File: config.mk
export PLATFORM = sky130hd
export DESIGN_NAME = binary_heap_timer_queue_core
export DESIGN_NICKNAME = d
export VERILOG_FILES = /design/src/rtl/bhtq_pkg.sv /design/src/rtl/bhtq_heap_ram.sv /design/src/rtl/binary_heap_timer_queue_core.sv
export SDC_FILE = /design/constraint.sdc
export NUM_CORES = 2
export LEC_CHECK = 0
export BUFFER_PORTS_ARGS = -buffer_cell sky130_fd_sc_hd__buf_4
export CAP_MARGIN = 20
export CORE_MARGIN = 1
export CORE_UTILIZATION = 54
export CTS_CLUSTER_DIAMETER = 80
export DETAILED_ROUTE_END_ITERATION = 7
export PLACE_DENSITY = 0.7
export SYNTH_ARGS = -nofsm -noshare
export SYNTH_HDL_FRONTEND = slang
export SYNTH_SLANG_ARGS = --single-unit
File: constraint.sdc
create_clock -name clk -period 17.1 [get_ports clk]
set_clock_uncertainty 0.2 [all_clocks]
set_input_delay 3.42 -clock clk [delete_from_list [all_inputs] [get_ports clk]]
set_output_delay 3.42 -clock clk [all_outputs]
set_load 0.03 [all_outputs]
File: src/rtl/bhtq_pkg.sv
// Shared types, sizes and codes for the binary heap timer queue.
// Used by the core, the heap RAM and the port checker; depends on nothing.
package bhtq_pkg;

  localparam int CAPACITY  = 32;
  localparam int ID_COUNT  = 256;
  localparam int TIME_BITS = 32;

  localparam int IDX_W = $clog2(CAPACITY);
  localparam int CNT_W = $clog2(CAPACITY + 1);
  localparam int KID_W = IDX_W + 2;
  localparam int ID_W  = $clog2(ID_COUNT);
  localparam int TID_W = 8;

  localparam logic [1:0] MODE_ADD    = 2'd0;
  localparam logic [1:0] MODE_CANCEL = 2'd1;
  localparam logic [1:0] MODE_TICK   = 2'd2;

  typedef enum logic [2:0] {
    KIND_ADDED     = 3'd0,
    KIND_REJECTED  = 3'd1,
    KIND_CANCELLED = 3'd2,
    KIND_FIRED     = 3'd3,
    KIND_TICK_DONE = 3'd4
  } kind_t;

  typedef struct packed {
    logic [TIME_BITS-1:0] expiry;
    logic [TID_W-1:0]     ident;
  } entry_t;

endpackage

File: src/rtl/bhtq_heap_ram.sv
// Heap storage: one write port, two registered read ports.
// Depends on bhtq_pkg for the entry type and depth.
module bhtq_heap_ram (
  input  logic                         clk,
  input  logic                         wr_en,
  input  logic [bhtq_pkg::IDX_W-1:0]   wr_addr,
  input  bhtq_pkg::entry_t             wr_data,
  input  logic [bhtq_pkg::IDX_W-1:0]   rd_addr_a,
  input  logic [bhtq_pkg::IDX_W-1:0]   rd_addr_b,
  output bhtq_pkg::entry_t             rd_data_a,
  output bhtq_pkg::entry_t             rd_data_b
);

  bhtq_pkg::entry_t mem [bhtq_pkg::CAPACITY];

  always_ff @(posedge clk) begin
    if (wr_en) begin
      mem[wr_addr] <= wr_data;
    end
    rd_data_a <= mem[rd_addr_a];
    rd_data_b <= mem[rd_addr_b];
  end

endmodule

File: src/rtl/binary_heap_timer_queue_core.sv
// Timer queue core: min-heap of expiry times with lazy cancellation.
// Depends on bhtq_pkg and bhtq_heap_ram.
//
//  channel   | handshake             | payload
//  ----------+-----------------------+------------------------------------------
//  request   | start & !busy         | mode, timer_id, expire_time, now_time
//  result    | valid (one cycle)     | kind, fired_id, fired_expire,
//            |                       | entry_count, last
//
// Cancel and rejected add: result in the cycle after the request, no busy time.
// Add: per level moved up, a parent read (ST_UP_RD) and a compare-and-write
// (ST_UP_CMP), then ST_RESP; the read state exists as heap RAM reads are registered.
// Tick: ST_TK_CHK checks the root; a pop reads the last entry in ST_DN_LAST, then
// ST_DN_RD and ST_DN_CMP per level moved down. Reset: synchronous,
// then all 256 cancel bits are cleared with busy high. Results cannot be stalled.
module binary_heap_timer_queue_core (
  input  logic                             clk,
  input  logic                             rst,
  input  logic                             start,
  output logic                             busy,
  input  logic [1:0]                       mode,
  input  logic [bhtq_pkg::TID_W-1:0]       timer_id,
  input  logic [bhtq_pkg::TIME_BITS-1:0]   expire_time,
  input  logic [bhtq_pkg::TIME_BITS-1:0]   now_time,
  output logic                             valid,
  output logic [2:0]                       kind,
  output logic [bhtq_pkg::TID_W-1:0]       fired_id,
  output logic [bhtq_pkg::TIME_BITS-1:0]   fired_expire,
  output logic [bhtq_pkg::CNT_W-1:0]       entry_count,
  output logic                             last
);

  typedef enum logic [8:0] {
    ST_IDLE    = 9'b0_0000_0001,
    ST_UP_RD   = 9'b0_0000_0010,
    ST_UP_CMP  = 9'b0_0000_0100,
    ST_RESP    = 9'b0_0000_1000,
    ST_TK_CHK  = 9'b0_0001_0000,
    ST_DN_LAST = 9'b0_0010_0000,
    ST_DN_RD   = 9'b0_0100_0000,
    ST_DN_CMP  = 9'b0_1000_0000,
    ST_CLEAR   = 9'b1_0000_0000
  } state_t;

  state_t state, state_next;

  logic [bhtq_pkg::CNT_W-1:0]     count;
  logic [bhtq_pkg::IDX_W-1:0]     hole;
  logic [bhtq_pkg::IDX_W-1:0]     pos;
  logic [bhtq_pkg::KID_W-1:0]     kid;
  logic [bhtq_pkg::TIME_BITS-1:0] now_r;
  logic [bhtq_pkg::ID_W-1:0]      clr_idx;
  logic                           cancel_mem [bhtq_pkg::ID_COUNT];
  logic                           root_cancelled;
  bhtq_pkg::entry_t               new_ent;
  bhtq_pkg::entry_t               te;
  bhtq_pkg::entry_t               root_ent;

  logic                           wr_en;
  logic [bhtq_pkg::IDX_W-1:0]     wr_addr;
  bhtq_pkg::entry_t               wr_data;
  logic [bhtq_pkg::IDX_W-1:0]     rd_addr_a;
  logic [bhtq_pkg::IDX_W-1:0]     rd_addr_b;
  bhtq_pkg::entry_t               rd_a;
  bhtq_pkg::entry_t               rd_b;

  logic                           cxl_we;
  logic [bhtq_pkg::ID_W-1:0]      cxl_waddr;
  logic                           cxl_wdata;
  logic [bhtq_pkg::ID_W-1:0]      cxl_raddr;

  logic                           accept;
  logic [bhtq_pkg::TIME_BITS-1:0] root_expiry;
  logic [bhtq_pkg::IDX_W-1:0]     parent;
  logic [bhtq_pkg::KID_W-1:0]     kid_plus;
  logic                           kid_in;
  logic                           pick_right;
  bhtq_pkg::entry_t               child;
  logic [bhtq_pkg::IDX_W-1:0]     child_idx;
  logic                           child_gt;
  logic                           pop_now;
  logic [bhtq_pkg::CNT_W-1:0]     count_dec;

  bhtq_heap_ram u_ram (
    .clk       (clk),
    .wr_en     (wr_en),
    .wr_addr   (wr_addr),
    .wr_data   (wr_data),
    .rd_addr_a (rd_addr_a),
    .rd_addr_b (rd_addr_b),
    .rd_data_a (rd_a),
    .rd_data_b (rd_b)
  );

  assign busy        = (state != ST_IDLE);
  assign accept      = start && !busy;
  assign root_expiry = (count != '0) ? root_ent.expiry : '0;
  assign parent      = (hole - 1'b1) >> 1;
  assign kid_plus    = kid + 1'b1;
  assign kid_in      = kid < bhtq_pkg::KID_W'(count);
  assign pick_right  = (kid_plus < bhtq_pkg::KID_W'(count)) && (rd_b.expiry < rd_a.expiry);
  assign child       = pick_right ? rd_b : rd_a;
  assign child_idx   = pick_right ? kid_plus[bhtq_pkg::IDX_W-1:0] : kid[bhtq_pkg::IDX_W-1:0];
  assign child_gt    = child.expiry > te.expiry;
  assign pop_now     = (count != '0) && (root_ent.expiry <= now_r);
  assign count_dec   = count - 1'b1;

  // Follow the root: look up the identifier being written there, else the held one
  assign cxl_raddr = (wr_en && wr_addr == '0) ? wr_data.ident[bhtq_pkg::ID_W-1:0]
                                               : root_ent.ident[bhtq_pkg::ID_W-1:0];

  // Cancel bit writes: clearing pass, add to a non-full heap clears, cancel sets
  always_comb begin
    cxl_we    = 1'b0;
    cxl_waddr = timer_id[bhtq_pkg::ID_W-1:0];
    cxl_wdata = 1'b0;
    if (state == ST_CLEAR) begin
      cxl_we    = 1'b1;
      cxl_waddr = clr_idx;
    end else if (accept && mode == bhtq_pkg::MODE_CANCEL) begin
      cxl_we    = 1'b1;
      cxl_wdata = 1'b1;
    end else if (accept && mode == bhtq_pkg::MODE_ADD &&
                 count < bhtq_pkg::CNT_W'(bhtq_pkg::CAPACITY)) begin
      cxl_we    = 1'b1;
    end
  end

  always_ff @(posedge clk) begin
    if (cxl_we) begin
      cancel_mem[cxl_waddr] <= cxl_wdata;
    end
    root_cancelled <= cancel_mem[cxl_raddr];
  end

  // Sequencer and heap RAM control
  always_comb begin
    state_next = state;
    wr_en      = 1'b0;
    wr_addr    = hole;
    wr_data    = new_ent;
    rd_addr_a  = parent;
    rd_addr_b  = kid_plus[bhtq_pkg::IDX_W-1:0];
    case (state)
      ST_CLEAR: begin
        if (clr_idx == bhtq_pkg::ID_W'(bhtq_pkg::ID_COUNT - 1)) begin
          state_next = ST_IDLE;
        end
      end
      ST_IDLE: begin
        if (accept) begin
          if (mode == bhtq_pkg::MODE_ADD && count < bhtq_pkg::CNT_W'(bhtq_pkg::CAPACITY)) begin
            state_next = ST_UP_RD;
          end else if (mode == bhtq_pkg::MODE_TICK) begin
            state_next = ST_TK_CHK;
          end
        end
      end
      ST_UP_RD: begin
        if (hole == '0) begin
          wr_en      = 1'b1;
          state_next = ST_RESP;
        end else begin
          state_next = ST_UP_CMP;
        end
      end
      ST_UP_CMP: begin
        wr_en = 1'b1;
        if (rd_a.expiry <= new_ent.expiry) begin
          state_next = ST_RESP;
        end else begin
          wr_data    = rd_a;
          state_next = ST_UP_RD;
        end
      end
      ST_RESP: begin
        state_next = ST_IDLE;
      end
      ST_TK_CHK: begin
        rd_addr_a = count_dec[bhtq_pkg::IDX_W-1:0];
        if (!pop_now) begin
          state_next = ST_IDLE;
        end else if (count_dec != '0) begin
          state_next = ST_DN_LAST;
        end
      end
      ST_DN_LAST: begin
        state_next = ST_DN_RD;
      end
      ST_DN_RD: begin
        rd_addr_a = kid[bhtq_pkg::IDX_W-1:0];
        if (kid_in) begin
          state_next = ST_DN_CMP;
        end else begin
          wr_en      = 1'b1;
          wr_addr    = pos;
          wr_data    = te;
          state_next = ST_TK_CHK;
        end
      end
      ST_DN_CMP: begin
        wr_en   = 1'b1;
        wr_addr = pos;
        if (child_gt) begin
          wr_data    = te;
          state_next = ST_TK_CHK;
        end else begin
          wr_data    = child;
          state_next = ST_DN_RD;
        end
      end
      default: begin
        state_next = ST_IDLE;
      end
    endcase
  end

  always_ff @(posedge clk) begin
    if (rst) begin
      state   <= ST_CLEAR;
      count   <= '0;
      clr_idx <= '0;
      valid   <= 1'b0;
    end else begin
      state <= state_next;
      valid <= 1'b0;
      case (state)
        ST_CLEAR: begin
          clr_idx <= clr_idx + 1'b1;
        end
        ST_IDLE: begin
          if (accept) begin
            case (mode)
              bhtq_pkg::MODE_ADD: begin
                if (count < bhtq_pkg::CNT_W'(bhtq_pkg::CAPACITY)) begin
                  count <= count + 1'b1;
                end else begin
                  valid <= 1'b1;
                end
              end
              bhtq_pkg::MODE_CANCEL: begin
                valid <= 1'b1;
              end
              default: ;
            endcase
          end
        end
        ST_RESP: begin
          valid <= 1'b1;
        end
        ST_TK_CHK: begin
          if (!pop_now) begin
            valid <= 1'b1;
          end else begin
            count <= count_dec;
            valid <= !root_cancelled;
          end
        end
        ST_DN_CMP: begin
          if (!child_gt) begin
            pos <= child_idx;
            kid <= bhtq_pkg::KID_W'({child_idx, 1'b1});
          end
        end
        default: ;
      endcase

      if (state == ST_IDLE && accept) begin
        new_ent.expiry <= expire_time;
        new_ent.ident  <= timer_id;
        now_r          <= now_time;
        hole           <= count[bhtq_pkg::IDX_W-1:0];
      end
      if (state == ST_UP_CMP) begin
        hole <= parent;
      end
      // Moved-up last entry starts sifting at the root
      if (state == ST_DN_LAST) begin
        te  <= rd_a;
        pos <= '0;
        kid <= bhtq_pkg::KID_W'(1);
      end
    end
  end

  // Shadow of the root for tick checks and result fields
  always_ff @(posedge clk) begin
    if (wr_en && wr_addr == '0) begin
      root_ent <= wr_data;
    end
  end

  // Result payload
  always_ff @(posedge clk) begin
    case (state)
      ST_IDLE: begin
        fired_id     <= timer_id;
        fired_expire <= root_expiry;
        entry_count  <= count;
        last         <= 1'b1;
        kind         <= (mode == bhtq_pkg::MODE_CANCEL) ? bhtq_pkg::KIND_CANCELLED
                                                        : bhtq_pkg::KIND_REJECTED;
      end
      ST_RESP: begin
        fired_id     <= new_ent.ident;
        fired_expire <= root_expiry;
        entry_count  <= count;
        last         <= 1'b1;
        kind         <= bhtq_pkg::KIND_ADDED;
      end
      ST_TK_CHK: begin
        if (pop_now) begin
          fired_id     <= root_ent.ident;
          fired_expire <= root_ent.expiry;
          entry_count  <= count_dec;
          last         <= 1'b0;
          kind         <= bhtq_pkg::KIND_FIRED;
        end else begin
          fired_id     <= '0;
          fired_expire <= root_expiry;
          entry_count  <= count;
          last         <= 1'b1;
          kind         <= bhtq_pkg::KIND_TICK_DONE;
        end
      end
      default: ;
    endcase
  end

endmodule

==> results_dict.tcl <==
set metrics [dict create \
    outcome "finished clean" \
    post-route-period-util_pct 59.6 \
    placeableCoreArea_sq_um 152000 \
    yosys.area.top_type_share_pct 63.5 \
    synthDistinctLibCells 82 \
    wire_length_of_the_first_global_routing_pass_mm 359 \
    endpoint_kind "register" \
    pwr-share-seq_pct 52.8 \
    mostFrequentLayoutCell "sky130_fd_sc_hd__edfxtp_1" \
    htree_levels 4 \
    post_cts_repair_resize_count 0 \
    layout.cells.most_common_list "sky130_fd_sc_hd__edfxtp_1 (1,748), sky130_fd_sc_hd__nand2_1 (1,613), sky130_fd_sc_hd__nand3_1 (582)" \
    slew_violations 0 \
    max_capacitance_violation_total 0 \
    fin_setup_tns_ns 0 \
    clockBufferDepth 3 \
    final_area_sq_um 92700 \
    crit_path_frequent_cell "sky130_fd_sc_hd__o21ai_0" \
    maximum_number_of_pins_on_one_net_before_global_route_repair 202 \
    syn-mean-instance-area_sq_um 12.5 \
    worst_setup_hold_path_clk_slew_ns 0.06 \
    power_density_nw_per_um2 100 \
    rsz_0062_raised_after_global_routing "false" \
    timing.critical_path.cells "buf_4, inv_1, ha_1, nand2b_1, a21oi_1, o31ai_1, o2111ai_1, a31o_2, nor2_4, buf_4, o21ai_0, ha_1, nand4_1, nor3_1, o21ai_0, a21oi_1, nand2b_1, o21ai_0, a211o_1, mux2i_1, o211ai_1, a32oi_1, nand4_1, o32a_1" \
    root_buffer "sky130_fd_sc_hd__clkbuf_16" \
    post_synth_fa_ha_maj_area_fraction_pct 2.18 \
    port_buffers 128 \
    initial_core_util_pct 54.4 \
    detailed_place.area_sq_um 85800 \
    vias_per_std_cell 6.54 \
    ant_nets 0 \
    die-area_sq_um 155000 \
    clock_power_share_pct 45.3 \
    synth_area_sq_um 82700 \
    critical_path_type "reg2reg" \
    timing.critical_path.max_delay_family "compound AO/OA/AOI/OAI gates" \
    critical_path.startpoint_type "register" \
    num_ports 129 \
    cts.repair_timing.setup_buffer_count 0 \
    yosys.area_share.xor_xnor_pct 0.222 \
    multi_input_comb_area_sq_um 26200 \
    dp.final_hpwl_mm 136 \
    muxShareOfSynthArea_pct 6.46 \
    synth.area.top_cells "sky130_fd_sc_hd__edfxtp_1 (63%), sky130_fd_sc_hd__nand2_1 (7.3%), sky130_fd_sc_hd__mux4_2 (5.5%), sky130_fd_sc_hd__nand3_1 (3.5%), sky130_fd_sc_hd__dfxtp_1 (2.5%)" \
    cell_internal_pwr_w 0.00740 \
    vias 57800 \
    critical_path_required_ns 17.61 \
    power_switching_share_pct 20.4 \
    first_pass_iters 8 \
    die_width_um 393 \
    synth-seq-cells 1853 \
    worst_ir_drop_vdd_mv 0.113 \
    synthesis.nets 6844 \
    slowest_stage "sky130_fd_sc_hd__mux2i_1" \
    antenna_found_initial 5 \
    drtIter0Drc 9205 \
    drive_above_1_share_pct 12.2 \
    postSynth.topFlopCell "sky130_fd_sc_hd__edfxtp_1" \
    cts_inserted_buffers 190 \
    minimum_clock_period_after_layout_ns 10.19 \
    simple_gate_fraction_of_synth_area_pct 15.5 \
    timing.final.setup_violations 0 \
    count_of_nets_after_finishing 6865 \
    via_count_of_the_first_global_routing_pass 54500 \
    final_hold_viol_count 0 \
    worst-slew-pin-transition_ns 1.21 \
    ys_seq_area_share_pct 66.0 \
    cp_num_buf_inv 3 \
    weighted_congestion_reported_at_the_end_of_routability_driven_placement 0.932 \
    finalWirelength_mm 248 \
    filler_cell_count 11500 \
    row_count 143 \
    register_area_sq_um 54600 \
    synth_top_family_by_area "simple AND/OR/NAND/NOR gates" \
    critPathMaxStageDelay_ns 1.08 \
    relSlewSlack_pct 17.3 \
    fp.dieH_um 393 \
    part_of_the_power_in_combinational_logic_pct 1.9 \
    number_of_warning_messages_in_the_yosys_log 0 \
    synthArstFlopShare_pct 0 \
    power_leakage_nw 32.9 \
    postCtsHoldBufs 0 \
    routedWlPerCell_um 28.1 \
    yosys.area.top_type "sky130_fd_sc_hd__edfxtp_1" \
    synth_compound_gate_area_share_pct 6.85 \
    synth_enable_flop_cells 1748 \
    insertion_delay_ns 0.84 \
    remaining_drc_errors 0 \
    netlist_instances 6623 \
    area_delta_synth_final_pct 12.1 \
    worst_ep_arrival_time_ns 10.70 \
    clock_sink_count 1853 \
    worstPathMaxFanout 68 \
    grt_usage_pct 31.9 \
    cts_tree "built" \
    net-switching-power_w 0.00190 \
    timing.fmax_ghz 0.0982 \
    min_path_type "reg2reg" \
    grt_overflow 0 \
]
logic make-up after synthesis:
logic type | after synthesis
xor gates and xnor gates | 21
buffers and inverters | 598
adders and majority gates | 144
DFF | 1853
muxes | 280
and+or+nand+nor | 2943
AOI/OAI and AO/OA | 784
path summary, 6_finish.rpt:
kind	startpoint	end	slack (ns)	cells past startpoint
worst max-delay path	kid[1]$_SDFFCE_PP0P_	root_cancelled$_DFF_P_	6.91	24
worst min-delay path	u_ram.rd_data_a[3]$_DFF_P_	te[3]$_DFFE_PP_	0.24	0
worst min register to register	u_ram.rd_data_a[3]$_DFF_P_	te[3]$_DFFE_PP_	0.24	0
worst max register to register	kid[1]$_SDFFCE_PP0P_	root_cancelled$_DFF_P_	6.91	24
worst register-to-register path, cell delays in order (launching register included):
cell	delay, ns
sky130_fd_sc_hd__edfxtp_1	0.88
sky130_fd_sc_hd__buf_4	0.71
sky130_fd_sc_hd__inv_1	0.21
sky130_fd_sc_hd__ha_1	0.32
sky130_fd_sc_hd__nand2b_1	0.08
sky130_fd_sc_hd__a21oi_1	0.07
sky130_fd_sc_hd__o31ai_1	0.23
sky130_fd_sc_hd__o2111ai_1	0.18
sky130_fd_sc_hd__a31o_2	0.30
sky130_fd_sc_hd__nor2_4	0.11
sky130_fd_sc_hd__buf_4	0.56
sky130_fd_sc_hd__o21ai_0	0.29
sky130_fd_sc_hd__ha_1	0.36
sky130_fd_sc_hd__nand4_1	0.23
sky130_fd_sc_hd__nor3_1	0.73
sky130_fd_sc_hd__o21ai_0	0.46
sky130_fd_sc_hd__a21oi_1	0.48
sky130_fd_sc_hd__nand2b_1	0.34
sky130_fd_sc_hd__o21ai_0	0.32
sky130_fd_sc_hd__a211o_1	0.79
sky130_fd_sc_hd__mux2i_1	1.09
sky130_fd_sc_hd__o211ai_1	0.23
sky130_fd_sc_hd__a32oi_1	0.37
sky130_fd_sc_hd__nand4_1	0.17
sky130_fd_sc_hd__o32a_1	0.37
routing by layer:
metal  track usage (%)  part of all wire, %
met1              44.6                   38
met2              48.0                   45
met3              7.99                   14
met4              12.8                  4.0
met5                 0                0.017
through the flow:
step / std cells / hold slack (ns) / total power, W / utilization [%] / worst slack [ns]
6_report: 8838 / 0.240 / 0.00930 / 61.0 / 6.91
5_1_grt: 8834 / 0.257 / 0.00951 / 61.0 / 6.48
4_1_cts: 8806 / 0.239 / 0.00931 / 60.7 / 7.08
3_5_place_dp: 8454 / 0.224 / 0.00518 / 56.5 / 7.16
3_3_place_gp: 8447 / 0.226 / 0.00517 / 56.4 / 7.34
2_1_floorplan: 6623 / 0.202 / 0.00510 / - / 6.03
sequential cells by signal, summed over array words and instances, names as in the netlist:
register         flops
te                  40
cancel_mem         256
valid                1
u_ram.mem         1280
kid                  5
count                6
u_ram.rd_data_a     40
u_ram.rd_data_b     40
fired_id             8
root_cancelled       1
kind                 3
root_ent            40
now_r               32
hole                 5
state                9
new_ent             40
entry_count          6
clr_idx              8
fired_expire        32
last                 1
power by group through the flow:
| stage | Clock (W) | Sequential [W] | Combinational, W |
|---|---|---|---|
| after floorplan | 0 | 0.00501 | 0.0000947 |
| after global placement | 0 | 0.00501 | 0.000164 |
| after detailed placement | 0 | 0.00501 | 0.000167 |
| after CTS | 0.00423 | 0.00491 | 0.000168 |
| after global routing | 0.00441 | 0.00491 | 0.000185 |
| final | 0.00421 | 0.00491 | 0.000173 |
layout make-up:
| class | instances | area share [%] |
|---|---|---|
| Antenna cell | 4 | 0.0108 |
| Clock inverter | 88 | 1.14 |
| Inverter | 162 | 0.658 |
| Timing Repair Buffer | 265 | 2.63 |
| Sequential cell | 1853 | 58.9 |
| Multi-Input combinational cell | 4172 | 28.2 |
| Clock buffer | 264 | 5.67 |
| Tap cell | 2030 | 2.74 |
cell usage after synthesis (all sizes together) (25+ instances only):
cell / instances
nand4: 49
a21o: 75
mux4: 202
and2: 51
a311oi: 125
a31oi: 132
dfxtp: 105
buf: 59
o21ai: 82
a211oi: 105
a21oi: 76
edfxtp: 1748
inv: 161
ha: 144
nor3: 25
nor2: 364
nand3: 582
and3: 176
clkbuf: 377
mux2i: 67
a22oi: 46
nand2: 1616
(Power assumes the default switching activity.)
